[config.mk]
export PLATFORM = sky130hd
export DESIGN_NAME = programmable_crc_bit_serial
export DESIGN_NICKNAME = d
export VERILOG_FILES = /design/src/pcrc_pkg.sv /design/src/pcrc_cell.sv /design/src/programmable_crc_bit_serial.sv
export SDC_FILE = /design/constraint.sdc
export NUM_CORES = 1
export LEC_CHECK = 0
export ABC_AREA = 1
export BUFFER_PORTS_ARGS = -buffer_cell sky130_fd_sc_hd__buf_4
export CAP_MARGIN = 25
export CORE_ASPECT_RATIO = 0.9
export CORE_MARGIN = 8
export CORE_UTILIZATION = 58
export CTS_CLUSTER_DIAMETER = 30
export CTS_CLUSTER_SIZE = 14
export DETAILED_ROUTE_END_ITERATION = 10
export PLACE_DENSITY = 0.86
export SYNTH_ARGS = -nofsm -noshare
export SYNTH_HDL_FRONTEND = slang
export SYNTH_SLANG_ARGS = --single-unit
[constraint.sdc]
create_clock -name clk -period 4.2 [get_ports clk]
set_input_delay 0.84 -clock clk [delete_from_list [all_inputs] [get_ports clk]]
set_output_delay 0.84 -clock clk [all_outputs]
set_load 0.1 [all_outputs]
[src/pcrc_pkg.sv]
// ----------------------------------------------------------------------------
// pcrc_pkg
// Shared types and constants for the programmable bit-serial CRC.
// ----------------------------------------------------------------------------
`timescale 1ns / 1ps
`default_nettype none

package pcrc_pkg;

	localparam int unsigned REM_W   = 32;
	localparam int unsigned DEG_W   = 6;
	localparam int unsigned CFG_IDX_W = 1;

	localparam logic [REM_W-1:0] POLY_RESET   = 32'h04C1_1DB7;
	localparam logic [DEG_W-1:0] DEGREE_RESET = 6'd32;

	typedef enum logic [CFG_IDX_W-1:0] {
		CFG_GENERATOR_POLY = 1'b0,
		CFG_CRC_DEGREE     = 1'b1
	} cfg_reg_t;

	// broadcast to every cell of the remainder chain
	typedef struct packed {
		logic en;   // a request is taken this cycle
		logic clr;  // final bit: clear after the update
		logic fb;   // feedback = top remainder bit ^ data bit
	} cell_ctrl_t;

endpackage

`default_nettype wire

[src/pcrc_cell.sv]
// ----------------------------------------------------------------------------
// pcrc_cell
// One remainder bit: shifts in from its lower neighbor, XORs in its generator
// bit on feedback, and drops out when its index is at or above the active degree.
// ----------------------------------------------------------------------------
`timescale 1ns / 1ps
`default_nettype none

module pcrc_cell
	import pcrc_pkg::*;
(
	input  wire logic       clk,
	input  wire logic       arst_n,
	input  wire cell_ctrl_t ctrl,
	input  wire logic       poly_bit,
	input  wire logic       mask_bit,
	input  wire logic       shift_in,
	output logic            rem_bit,
	output logic            next_bit
);

	logic bit_q;

	assign rem_bit  = bit_q & mask_bit;
	assign next_bit = mask_bit & (shift_in ^ (ctrl.fb & poly_bit));

	always_ff @(posedge clk or negedge arst_n) begin
		if (!arst_n) begin
			bit_q <= 1'b0;
		end else if (ctrl.en) begin
			bit_q <= ctrl.clr ? 1'b0 : next_bit;
		end
	end

endmodule

`default_nettype wire

[src/programmable_crc_bit_serial.sv]
// ----------------------------------------------------------------------------
// programmable_crc_bit_serial
// Bit-serial CRC with programmable generator polynomial and degree.
// ----------------------------------------------------------------------------
// The block takes one message bit per clock, most significant first, and
// keeps the running remainder in a chain of one-bit cells, one per remainder
// bit, that all update in the same cycle. A request with tlast set produces
// one result (remainder and a zero flag) in the output register on the next
// edge, and the remainder clears for the next message. Sustained rate is one
// bit per cycle; the only stall is a full output register held by the sink.
// Register 0 is the generator below its implied top bit, register 1 the
// degree (0 acts as 1, values above min(MAX_DEGREE, 32) saturate).
`timescale 1ns / 1ps
`default_nettype none

module programmable_crc_bit_serial
	import pcrc_pkg::*;
#(
	parameter int unsigned MAX_DEGREE = 32
) (
	input  wire logic                 clk,
	input  wire logic                 arst_n,
	// configuration
	input  wire logic                 cfg_we,
	input  wire logic [CFG_IDX_W-1:0] cfg_index,
	input  wire logic [REM_W-1:0]     cfg_wdata,
	// input stream
	input  wire logic                 s_axis_tvalid,
	output logic                      s_axis_tready,
	input  wire logic [7:0]           s_axis_tdata,   // [0] data_bit, [7:1] zero
	input  wire logic                 s_axis_tlast,   // last_bit
	// result stream
	output logic                      m_axis_tvalid,
	input  wire logic                 m_axis_tready,
	output logic [REM_W-1:0]          m_axis_tdata,   // [31:0] remainder
	output logic [0:0]                m_axis_tuser    // [0] remainder_zero
);

	localparam int unsigned NCELL = (MAX_DEGREE < REM_W) ? MAX_DEGREE : REM_W;
	localparam int unsigned IDX_W = (NCELL > 1) ? $clog2(NCELL) : 1;
	localparam logic [DEG_W-1:0] NCELL_D = DEG_W'(NCELL);

	logic [REM_W-1:0] poly_q;
	logic [DEG_W-1:0] degree_q;
	logic [DEG_W-1:0] deg_eff;
	logic [DEG_W-1:0] top_idx;
	logic [NCELL-1:0] mask;
	logic [NCELL-1:0] rem_vec;
	logic [NCELL-1:0] next_vec;
	logic             accept;
	cell_ctrl_t       ctrl;

	logic             out_valid_q;
	logic [REM_W-1:0] out_rem_q;
	logic             out_zero_q;

	always_ff @(posedge clk or negedge arst_n) begin
		if (!arst_n) begin
			poly_q   <= POLY_RESET;
			degree_q <= DEGREE_RESET;
		end else if (cfg_we) begin
			unique case (cfg_reg_t'(cfg_index))
				CFG_GENERATOR_POLY: poly_q   <= cfg_wdata;
				CFG_CRC_DEGREE:     degree_q <= cfg_wdata[DEG_W-1:0];
				default: ;
			endcase
		end
	end

	always_comb begin
		deg_eff = degree_q;
		if (deg_eff == '0)
			deg_eff = DEG_W'(1);
		if (deg_eff > NCELL_D)
			deg_eff = NCELL_D;
	end

	assign top_idx = deg_eff - DEG_W'(1);

	always_comb begin
		for (int i = 0; i < NCELL; i++) begin
			mask[i] = (DEG_W'(i) < deg_eff);
		end
	end

	assign s_axis_tready = !out_valid_q || m_axis_tready;
	assign accept        = s_axis_tvalid && s_axis_tready;

	assign ctrl.en  = accept;
	assign ctrl.clr = s_axis_tlast;
	assign ctrl.fb  = rem_vec[top_idx[IDX_W-1:0]] ^ s_axis_tdata[0];

	for (genvar g = 0; g < NCELL; g++) begin : g_cell
		logic sin;
		if (g == 0) begin : g_first
			assign sin = 1'b0;
		end else begin : g_rest
			assign sin = rem_vec[g-1];
		end
		pcrc_cell u_cell (
			.clk      (clk),
			.arst_n   (arst_n),
			.ctrl     (ctrl),
			.poly_bit (poly_q[g]),
			.mask_bit (mask[g]),
			.shift_in (sin),
			.rem_bit  (rem_vec[g]),
			.next_bit (next_vec[g])
		);
	end

	always_ff @(posedge clk or negedge arst_n) begin
		if (!arst_n) begin
			out_valid_q <= 1'b0;
		end else if (accept && s_axis_tlast) begin
			out_valid_q <= 1'b1;
		end else if (m_axis_tready) begin
			out_valid_q <= 1'b0;
		end
	end

	always_ff @(posedge clk) begin
		if (accept && s_axis_tlast) begin
			out_rem_q  <= REM_W'(next_vec);
			out_zero_q <= (next_vec == '0);
		end
	end

	assign m_axis_tvalid   = out_valid_q;
	assign m_axis_tdata    = out_rem_q;
	assign m_axis_tuser[0] = out_zero_q;

endmodule

`default_nettype wire
## Yosys cells after proc, flatten, opt, wreduce, memory -nomap -nowiden

Index checks and enable logic that the tools add are counted.
Widths: inputs -> output; s select.

| storage, ports and cells | value |
|---|---|
| flip-flop bits (word level) | 104 |
| input bits | 47 |
| output and inout port bits | 35 |
| logic and storage cells | 248 |

| operators by class | value |
|---|---|
| add/sub/neg operators | 1 |
| $lt $le $gt $ge | 34 |
| multiplexer cells | 38 |
| bitwise operators | 129 |
| reductions and logical operators | 9 |

Operators with widths:

| cell | count |
|---|---|
| $and 1x1->1 | 96 |
| $lt 5x6->1 const A | 16 |
| $lt 4x6->1 const A | 8 |
| $mux 1 | 35 |
| $logic_not 32->1 | 1 |
| $xor 1x1->1 | 32 |
| $lt 3x6->1 const A | 4 |
| $lt 1x6->1 const A | 2 |
| $lt 2x6->1 const A | 2 |
| $mux 6 | 2 |
| $gt 6x6->1 const B | 1 |
| $logic_not 6->1 | 1 |
| $lt 5x6->1 const B | 1 |
| $bmux 1 s5 | 1 |
| $sub 5x1->5 const B | 1 |
| $reduce_and 2->1 | 2 |
| $logic_and 1x1->1 | 2 |
| $reduce_bool 2->1 | 1 |
| $logic_not 1->1 | 1 |
| $logic_or 1x1->1 | 1 |
| $not 1->1 | 1 |

## Logic depth before layout (Yosys ltp)

| logic depth | value |
|---|---|
| depth in word-level cells | 13 |
| gate-level depth with buffers | 31 |
| depth with buffers taken out | 27 |

## By module

Synthesis repeated with hierarchy kept, for this count alone.

| unflattened totals | value |
|---|---|
| cell total of the unflattened synthesis | 729 |
| area, all modules | 5844.4 µm² |

By module, submodules not included:

| module | instances | cells an instance | area an instance (µm²) | sequential area each (µm²) |
|---|---|---|---|---|
| programmable_crc_bit_serial | 1 | 313 | 3402.0 | 1985.7 |
| pcrc_cell | 32 | 13 | 76.3 | 25.0 |

## Worst setup path after synthesis

Ideal clock, no wire load.

| path | value |
|---|---|
| kind | reg-to-reg |
| start point | register out_valid_q (netlist: m_axis_tvalid) |
| end point | register out_rem_q[0] (netlist: m_axis_tdata[0]) (enable) |
| library setup time | 0.423 ns |
| arrival time | 3.587 ns |
| required time | 3.777 ns |
| slack | 0.190 ns |
| cell stages (with the launch flop) | 6 |
| buffers on the path | 2 |
| clock period less this slack | 4.010 ns |
| cell sequence | dfrtp_1 -> nand2_1 -> nand2_1 -> clkbuf_1 -> clkbuf_1 -> nor2_1 |

| between the ends | value |
|---|---|
| cells in the longest elaborated chain, start to end | 4 |

RTL lines:

| what | line | source |
|---|---|---|
| start, declared | programmable_crc_bit_serial.sv:53 | `logic out_valid_q;` |
| start signal, assigned | programmable_crc_bit_serial.sv:114 | `out_valid_q <= 1'b0;` |
| start signal, assigned | programmable_crc_bit_serial.sv:116 | `out_valid_q <= 1'b1;` |
| start signal, assigned | programmable_crc_bit_serial.sv:118 | `out_valid_q <= 1'b0;` |
| $logic_not 1->1 | programmable_crc_bit_serial.sv:86 | `assign s_axis_tready = !out_valid_q \|\| m_axis_tready;` |
| $logic_or 1x1->1 | programmable_crc_bit_serial.sv:86 |  |
| net s_axis_tready | programmable_crc_bit_serial.sv:29 | `output logic s_axis_tready,` |
| $logic_and 1x1->1 | programmable_crc_bit_serial.sv:87 | `assign accept = s_axis_tvalid && s_axis_tready;` |
| $logic_and 1x1->1 | programmable_crc_bit_serial.sv:123 | `if (accept && s_axis_tlast) begin` |
| end signal, assigned | programmable_crc_bit_serial.sv:124 | `out_rem_q <= REM_W'(next_vec);` |
| end, declared | programmable_crc_bit_serial.sv:54 | `logic [REM_W-1:0] out_rem_q;` |

The timed path passes the listed nets, and every way through them passes these cells.
A chain may end at the register's enable or synchronous reset.

## Worst setup path in the final report

| path | value |
|---|---|
| start point | register degree_q[1] |
| end point | register out_zero_q (netlist: m_axis_tuser) (data pin) |

| between the ends | value |
|---|---|
| cells in the longest elaborated chain, start to end | 13 |
| elaborated cells between the ends (all ways) | 168 |
| classes of those cells | add/sub: 1; order compare: 33; mux: 4; bitwise: 128; reduce/logical: 2 |

RTL lines:

| what | line | source |
|---|---|---|
| start, declared | programmable_crc_bit_serial.sv:44 | `logic [DEG_W-1:0] degree_q;` |
| start signal, assigned | programmable_crc_bit_serial.sv:64 | `CFG_CRC_DEGREE: degree_q <= cfg_wdata[DEG_W-1:0];` |
| $logic_not 6->1 | programmable_crc_bit_serial.sv:72 | `if (deg_eff == '0)` |
| $mux 6 (*) | programmable_crc_bit_serial.sv:72 |  |
| $gt 6x6->1 | programmable_crc_bit_serial.sv:74 | `if (deg_eff > NCELL_D)` |
| $mux 6 (*) | programmable_crc_bit_serial.sv:74 |  |
| $lt 1x6->1 (tied with other cells) | programmable_crc_bit_serial.sv:82 | `mask[i] = (DEG_W'(i) < deg_eff);` |
| $and 1x1->1 | pcrc_cell.sv:24 | `assign rem_bit = bit_q & mask_bit;` |
| $bmux 1 s5 | programmable_crc_bit_serial.sv:91 | `assign ctrl.fb = rem_vec[top_idx[IDX_W-1:0]] ^ s_axis_tdata[0];` |
| $mux 1 (not written as such) | programmable_crc_bit_serial.sv:91 |  |
| $xor 1x1->1 | programmable_crc_bit_serial.sv:91 |  |
| $and 1x1->1 | pcrc_cell.sv:25 | `assign next_bit = mask_bit & (shift_in ^ (ctrl.fb & poly_bit));` |
| $xor 1x1->1 | pcrc_cell.sv:25 |  |
| $and 1x1->1 | pcrc_cell.sv:25 |  |
| $logic_not 32->1 (*) | programmable_crc_bit_serial.sv:125 | `out_zero_q <= (next_vec == '0);` |
| end signal, assigned | programmable_crc_bit_serial.sv:125 |  |
| end, declared | programmable_crc_bit_serial.sv:55 | `logic out_zero_q;` |

Mark *: on every way between the ends. The rest lies on a longest branch, timed or not. The select of a mux whose other input is x is not followed.

==> impl_summary.md <==
Run status
The run finished with clean final reports.

Clocking
The clock transition at the registers of the reported paths is 0.10 ns. The CTS tree is done. The clock tree buffer depth is 2.

CTS built an H-tree with a depth of 3. Buffers inserted during clock tree synthesis total 9. The buffer count from post-CTS setup fixing is 0. The number of clock sinks is 104.

Once the clock tree was built, the resizer swapped 0 gates to a different size. The master cell of the clock root buffer is sky130_fd_sc_hd__clkbuf_8. Clock latency on the worst-skew pair, taken at its later pin, is 0.38 ns. In this run, post-CTS hold repair placed 0 buffers.

STA
Across the routed clock network, the largest skew measured is 0.00923 ns. The count of final max-slew check failures came to 0. The final critical delay including setup and external delays is 3.66 ns.

The final hold violation count is 0. For the pin with the worst max-slew slack, the measured transition is 0.941 ns. The setup violation total in the final timing report is 0. Adding up every negative setup slack in the final design gives 0 ns. Setup repair after global routing left no endpoint under its margin. The highest achievable clock rate is 0.273 GHz. In the finished design, the share of the clock period the worst path needs comes to 0.871. The headroom to the max-slew limit is 0.372. The final worst-path setup slack is 0.543 ns.

Routing
The pre-antenna-repair detailed-routing pass consisted of 5 iterations. The final route contains 5251 vias. The residual antenna-violating net count after detailed routing is 0. The number of vias per cell is 5.45. Summed over all layers, the routed wires come to 16700 µm. The first routing iteration left 448 violations. In the final routed layout, each cell accounts on average for 17.3 µm. The final routed DRC violation total is 0.

Pwr
The worst supply voltage drop on vdd is 0.362 mV. Power spread over the standard cell area amounts to 500 nW/µm². The clock network fraction of total power is 0.175. The combinational share of power is 0.455. The cell-internal power is 2030 µW. The completed layout was analyzed and its total power is 3530 µW. The power spent charging and discharging nets is 1500 µW. Of the total power, registers draw 0.369. Of the total power, the share spent switching nets is 0.425. For this design the static power due to leakage is 0.00373 µW.

Yosys
The complex-gate fraction of the synthesized area was 0.0632. The number of warnings printed during yosys synthesis is 0. The post-synthesis share of cell area spent on and, or, nand and nor gates is 0.284.

Synthesis produced a netlist whose cell count is 710. Summing every instance area after synthesis gives 5820 µm². Counting flops and latches in the post-synthesis netlist gives 104. Of the post-synthesis cell area, the part taken by muxes is 0.0445. The sequential share of the synthesized area is 0.479. The post-synthesis share of cell area spent on full adders, half adders and majority gates is 0.00430. The synthesized area divided by synthesized cell count is 8.19 µm². After synthesis, the largest family of logic cells by area is simple AND/OR/NAND/NOR gates. The number of nets in the synthesized netlist is 759. The xor/xnor cell area share of the yosys netlist is 0.00430. The number of distinct library cells after synthesis is 39.

Cells and area
Excluding fillers, the count of instances in the completed layout stands at 963. The synthesis-to-finish area growth is 21.4%. The fraction of final layout cells sized beyond drive strength 1 is 0.277. For this run, the post-layout net count is 881. The antenna cell count is 0.

Once layout is done, the placed cells without fillers occupy 7060 µm².

Die
The initial utilization of the core area, before any placement, comes to 0.600. The region available for standard cell placement spans 9700 µm². The chip width is 122 µm. The floorplan has 34 rows. The full die area is 13500 µm². The chip height is 111 µm. The number of ports placed on the die boundary is 82.

Worst setup path
The highest net fanout along the worst path is 16. The type of destination of the critical path is a register. The startpoint class of the critical path is a register. The critical path in this run is classified as register to register. For the worst setup path, the data required time is 4.44 ns. The data arrival time of the critical path is 3.89 ns.

Placement
Port buffering added 74 buffers. Timing analysis after detailed placement gives a worst setup slack of 0.646 ns. The weighted congestion at the end of routability-driven global placement is 0.949. Detailed placement finished with a half-perimeter wire length of 12400 µm. The count of placed standard cells including taps is 947. The placed cell area is 6870 µm².

GRT
The overall track demand over capacity in global routing is 0.255. The number of antenna violations at the first check in global routing is 0. The first global-routing pass estimated 27000 µm of wire. The via count of the first global-routing pass is 5325. The aggregate global routing overflow is 0. The largest net degree at the start of global routing is 72.

Min path
The class of the worst hold path is register to register.

Job
The number of maximum-capacitance violations is 0.
cell type report:
class                           count  area, µm²
Clock buffer                       12        156
Clock inverter                      4       35.0
Fill cell                         772       2640
Inverter                          137        519
Multi-Input combinational cell    442       2330
Sequential cell                   104       2790
Tap cell                          126        158
Timing Repair Buffer              138       1070
flip-flops by register name, indices dropped and copies added (netlist names):
register and cells:
m_axis_tdata 32, poly_q 32, m_axis_tvalid 1, degree_q 6
m_axis_tuser 1, g_cell.u_cell.bit_q 32
synth_stat cells, drive strengths merged:
cell type / number / area, µm²
nand2: 190 / 733
inv: 136 / 516
nand3: 120 / 681
dfrtp: 56 / 1400
o21ai: 37 / 200
edfxtp: 33 / 991
nor2: 33 / 160
mux2: 23 / 259
buf: 18 / 150
dfstp: 15 / 394
o22ai: 15 / 93.8
clkbuf: 9 / 33.8
a21oi: 8 / 43.8
nand3b: 4 / 30.0
nand4: 4 / 46.3
o211ai: 3 / 22.5
ha: 2 / 25.0
xor2: 2 / 25.0
clkinv: 1 / 3.75
o21bai: 1 / 7.51
critical path: stages, from the launching register on:
cell,delay (ns)
sky130_fd_sc_hd__dfrtp_1,0.45
sky130_fd_sc_hd__inv_2,0.21
sky130_fd_sc_hd__nand4_4,0.18
sky130_fd_sc_hd__nand2_2,0.17
sky130_fd_sc_hd__inv_1,0.08
sky130_fd_sc_hd__ha_1,0.21
sky130_fd_sc_hd__buf_12,0.16
sky130_fd_sc_hd__o21ai_1,0.19
sky130_fd_sc_hd__nand2_1,0.10
sky130_fd_sc_hd__clkinv_1,0.07
sky130_fd_sc_hd__nand2_1,0.06
sky130_fd_sc_hd__nand3_1,0.09
sky130_fd_sc_hd__nand3_1,0.06
sky130_fd_sc_hd__nand3_1,0.11
sky130_fd_sc_hd__nand2_1,0.07
sky130_fd_sc_hd__nand2_2,0.08
sky130_fd_sc_hd__nand3_2,0.07
sky130_fd_sc_hd__nand2_2,0.15
sky130_fd_sc_hd__buf_4,0.28
sky130_fd_sc_hd__nand3_1,0.12
sky130_fd_sc_hd__nand3_1,0.13
sky130_fd_sc_hd__nand2_1,0.07
sky130_fd_sc_hd__inv_1,0.10
sky130_fd_sc_hd__nand2_1,0.06
sky130_fd_sc_hd__nor2_1,0.09
sky130_fd_sc_hd__nand2_1,0.06
sky130_fd_sc_hd__nor2_1,0.10
metrics by stage:
stage          hold slack (ns)   util
6_report                 0.500  0.728
5_1_grt                  0.524  0.728
2_1_floorplan            0.453      -
3_5_place_dp             0.476  0.708
3_3_place_gp             0.470  0.708
4_1_cts                  0.501  0.728
cells in the final DEF, fill, tap and decap left out, types with 2 or more instances in the layout:
| master | instances |
|---|---|
| sky130_fd_sc_hd__nand3_1 | 104 |
| sky130_fd_sc_hd__o21ai_0 | 33 |
| sky130_fd_sc_hd__edfxtp_1 | 33 |
| sky130_fd_sc_hd__nand2_2 | 5 |
| sky130_fd_sc_hd__clkbuf_1 | 2 |
| sky130_fd_sc_hd__o21ai_1 | 2 |
| sky130_fd_sc_hd__o22ai_1 | 15 |
| sky130_fd_sc_hd__dfstp_2 | 15 |
| sky130_fd_sc_hd__inv_1 | 128 |
| sky130_fd_sc_hd__clkinv_4 | 2 |
| sky130_fd_sc_hd__nand3_2 | 16 |
| sky130_fd_sc_hd__nand3b_1 | 4 |
| sky130_fd_sc_hd__nor2_4 | 3 |
| sky130_fd_sc_hd__nor2_2 | 2 |
| sky130_fd_sc_hd__buf_12 | 3 |
| sky130_fd_sc_hd__nor2_1 | 27 |
| sky130_fd_sc_hd__o211ai_1 | 3 |
| sky130_fd_sc_hd__mux2_2 | 23 |
| sky130_fd_sc_hd__clkbuf_8 | 9 |
| sky130_fd_sc_hd__buf_4 | 135 |
| sky130_fd_sc_hd__nand2_1 | 184 |
| sky130_fd_sc_hd__inv_2 | 7 |
| sky130_fd_sc_hd__dfrtp_1 | 56 |
| sky130_fd_sc_hd__ha_1 | 2 |
| sky130_fd_sc_hd__a21oi_1 | 7 |
| sky130_fd_sc_hd__inv_6 | 3 |
| sky130_fd_sc_hd__nand4_1 | 2 |
kinds of logic after synthesis:
family / count (synthesis)
simple gates: 351
mux: 23
compound gates: 64
fa+ha+maj: 2
xor+xnor: 2
flops: 104
buf+inv: 164
final timing paths:
kind	startpoint	end	slack, ns	depth (start not counted)
setup / recovery	degree_q[1]	m_axis_tuser	0.54	26
hold / removal	g_cell[13].u_cell.bit_q	g_cell[13].u_cell.bit_q	0.50	2
setup reg to reg	degree_q[1]	m_axis_tuser	0.54	26
hold reg to reg	g_cell[13].u_cell.bit_q	g_cell[13].u_cell.bit_q	0.50	2
max in group asynchronous	arst_n	g_cell[14].u_cell.bit_q	3.00	1
min in group asynchronous	arst_n	g_cell[20].u_cell.bit_q	0.58	1
power groups by stage:
stage          Clock [µW]  Combinational (µW)  Sequential (µW)
3_3_place_gp            0                1540             1310
2_1_floorplan           0                 853             1510
4_1_cts               633                1590             1300
6_report              620                1610             1310
3_5_place_dp            0                1580             1320
5_1_grt               668                1750             1320
routing by layer:
metal | track usage | share of wire
met1 | 0.338 | 0.42
met2 | 0.404 | 0.47
met5 | 0 | 0
met3 | 0.0535 | 0.087
met4 | 0.0863 | 0.022
Note: power is estimated with default switching activity, not from simulation.
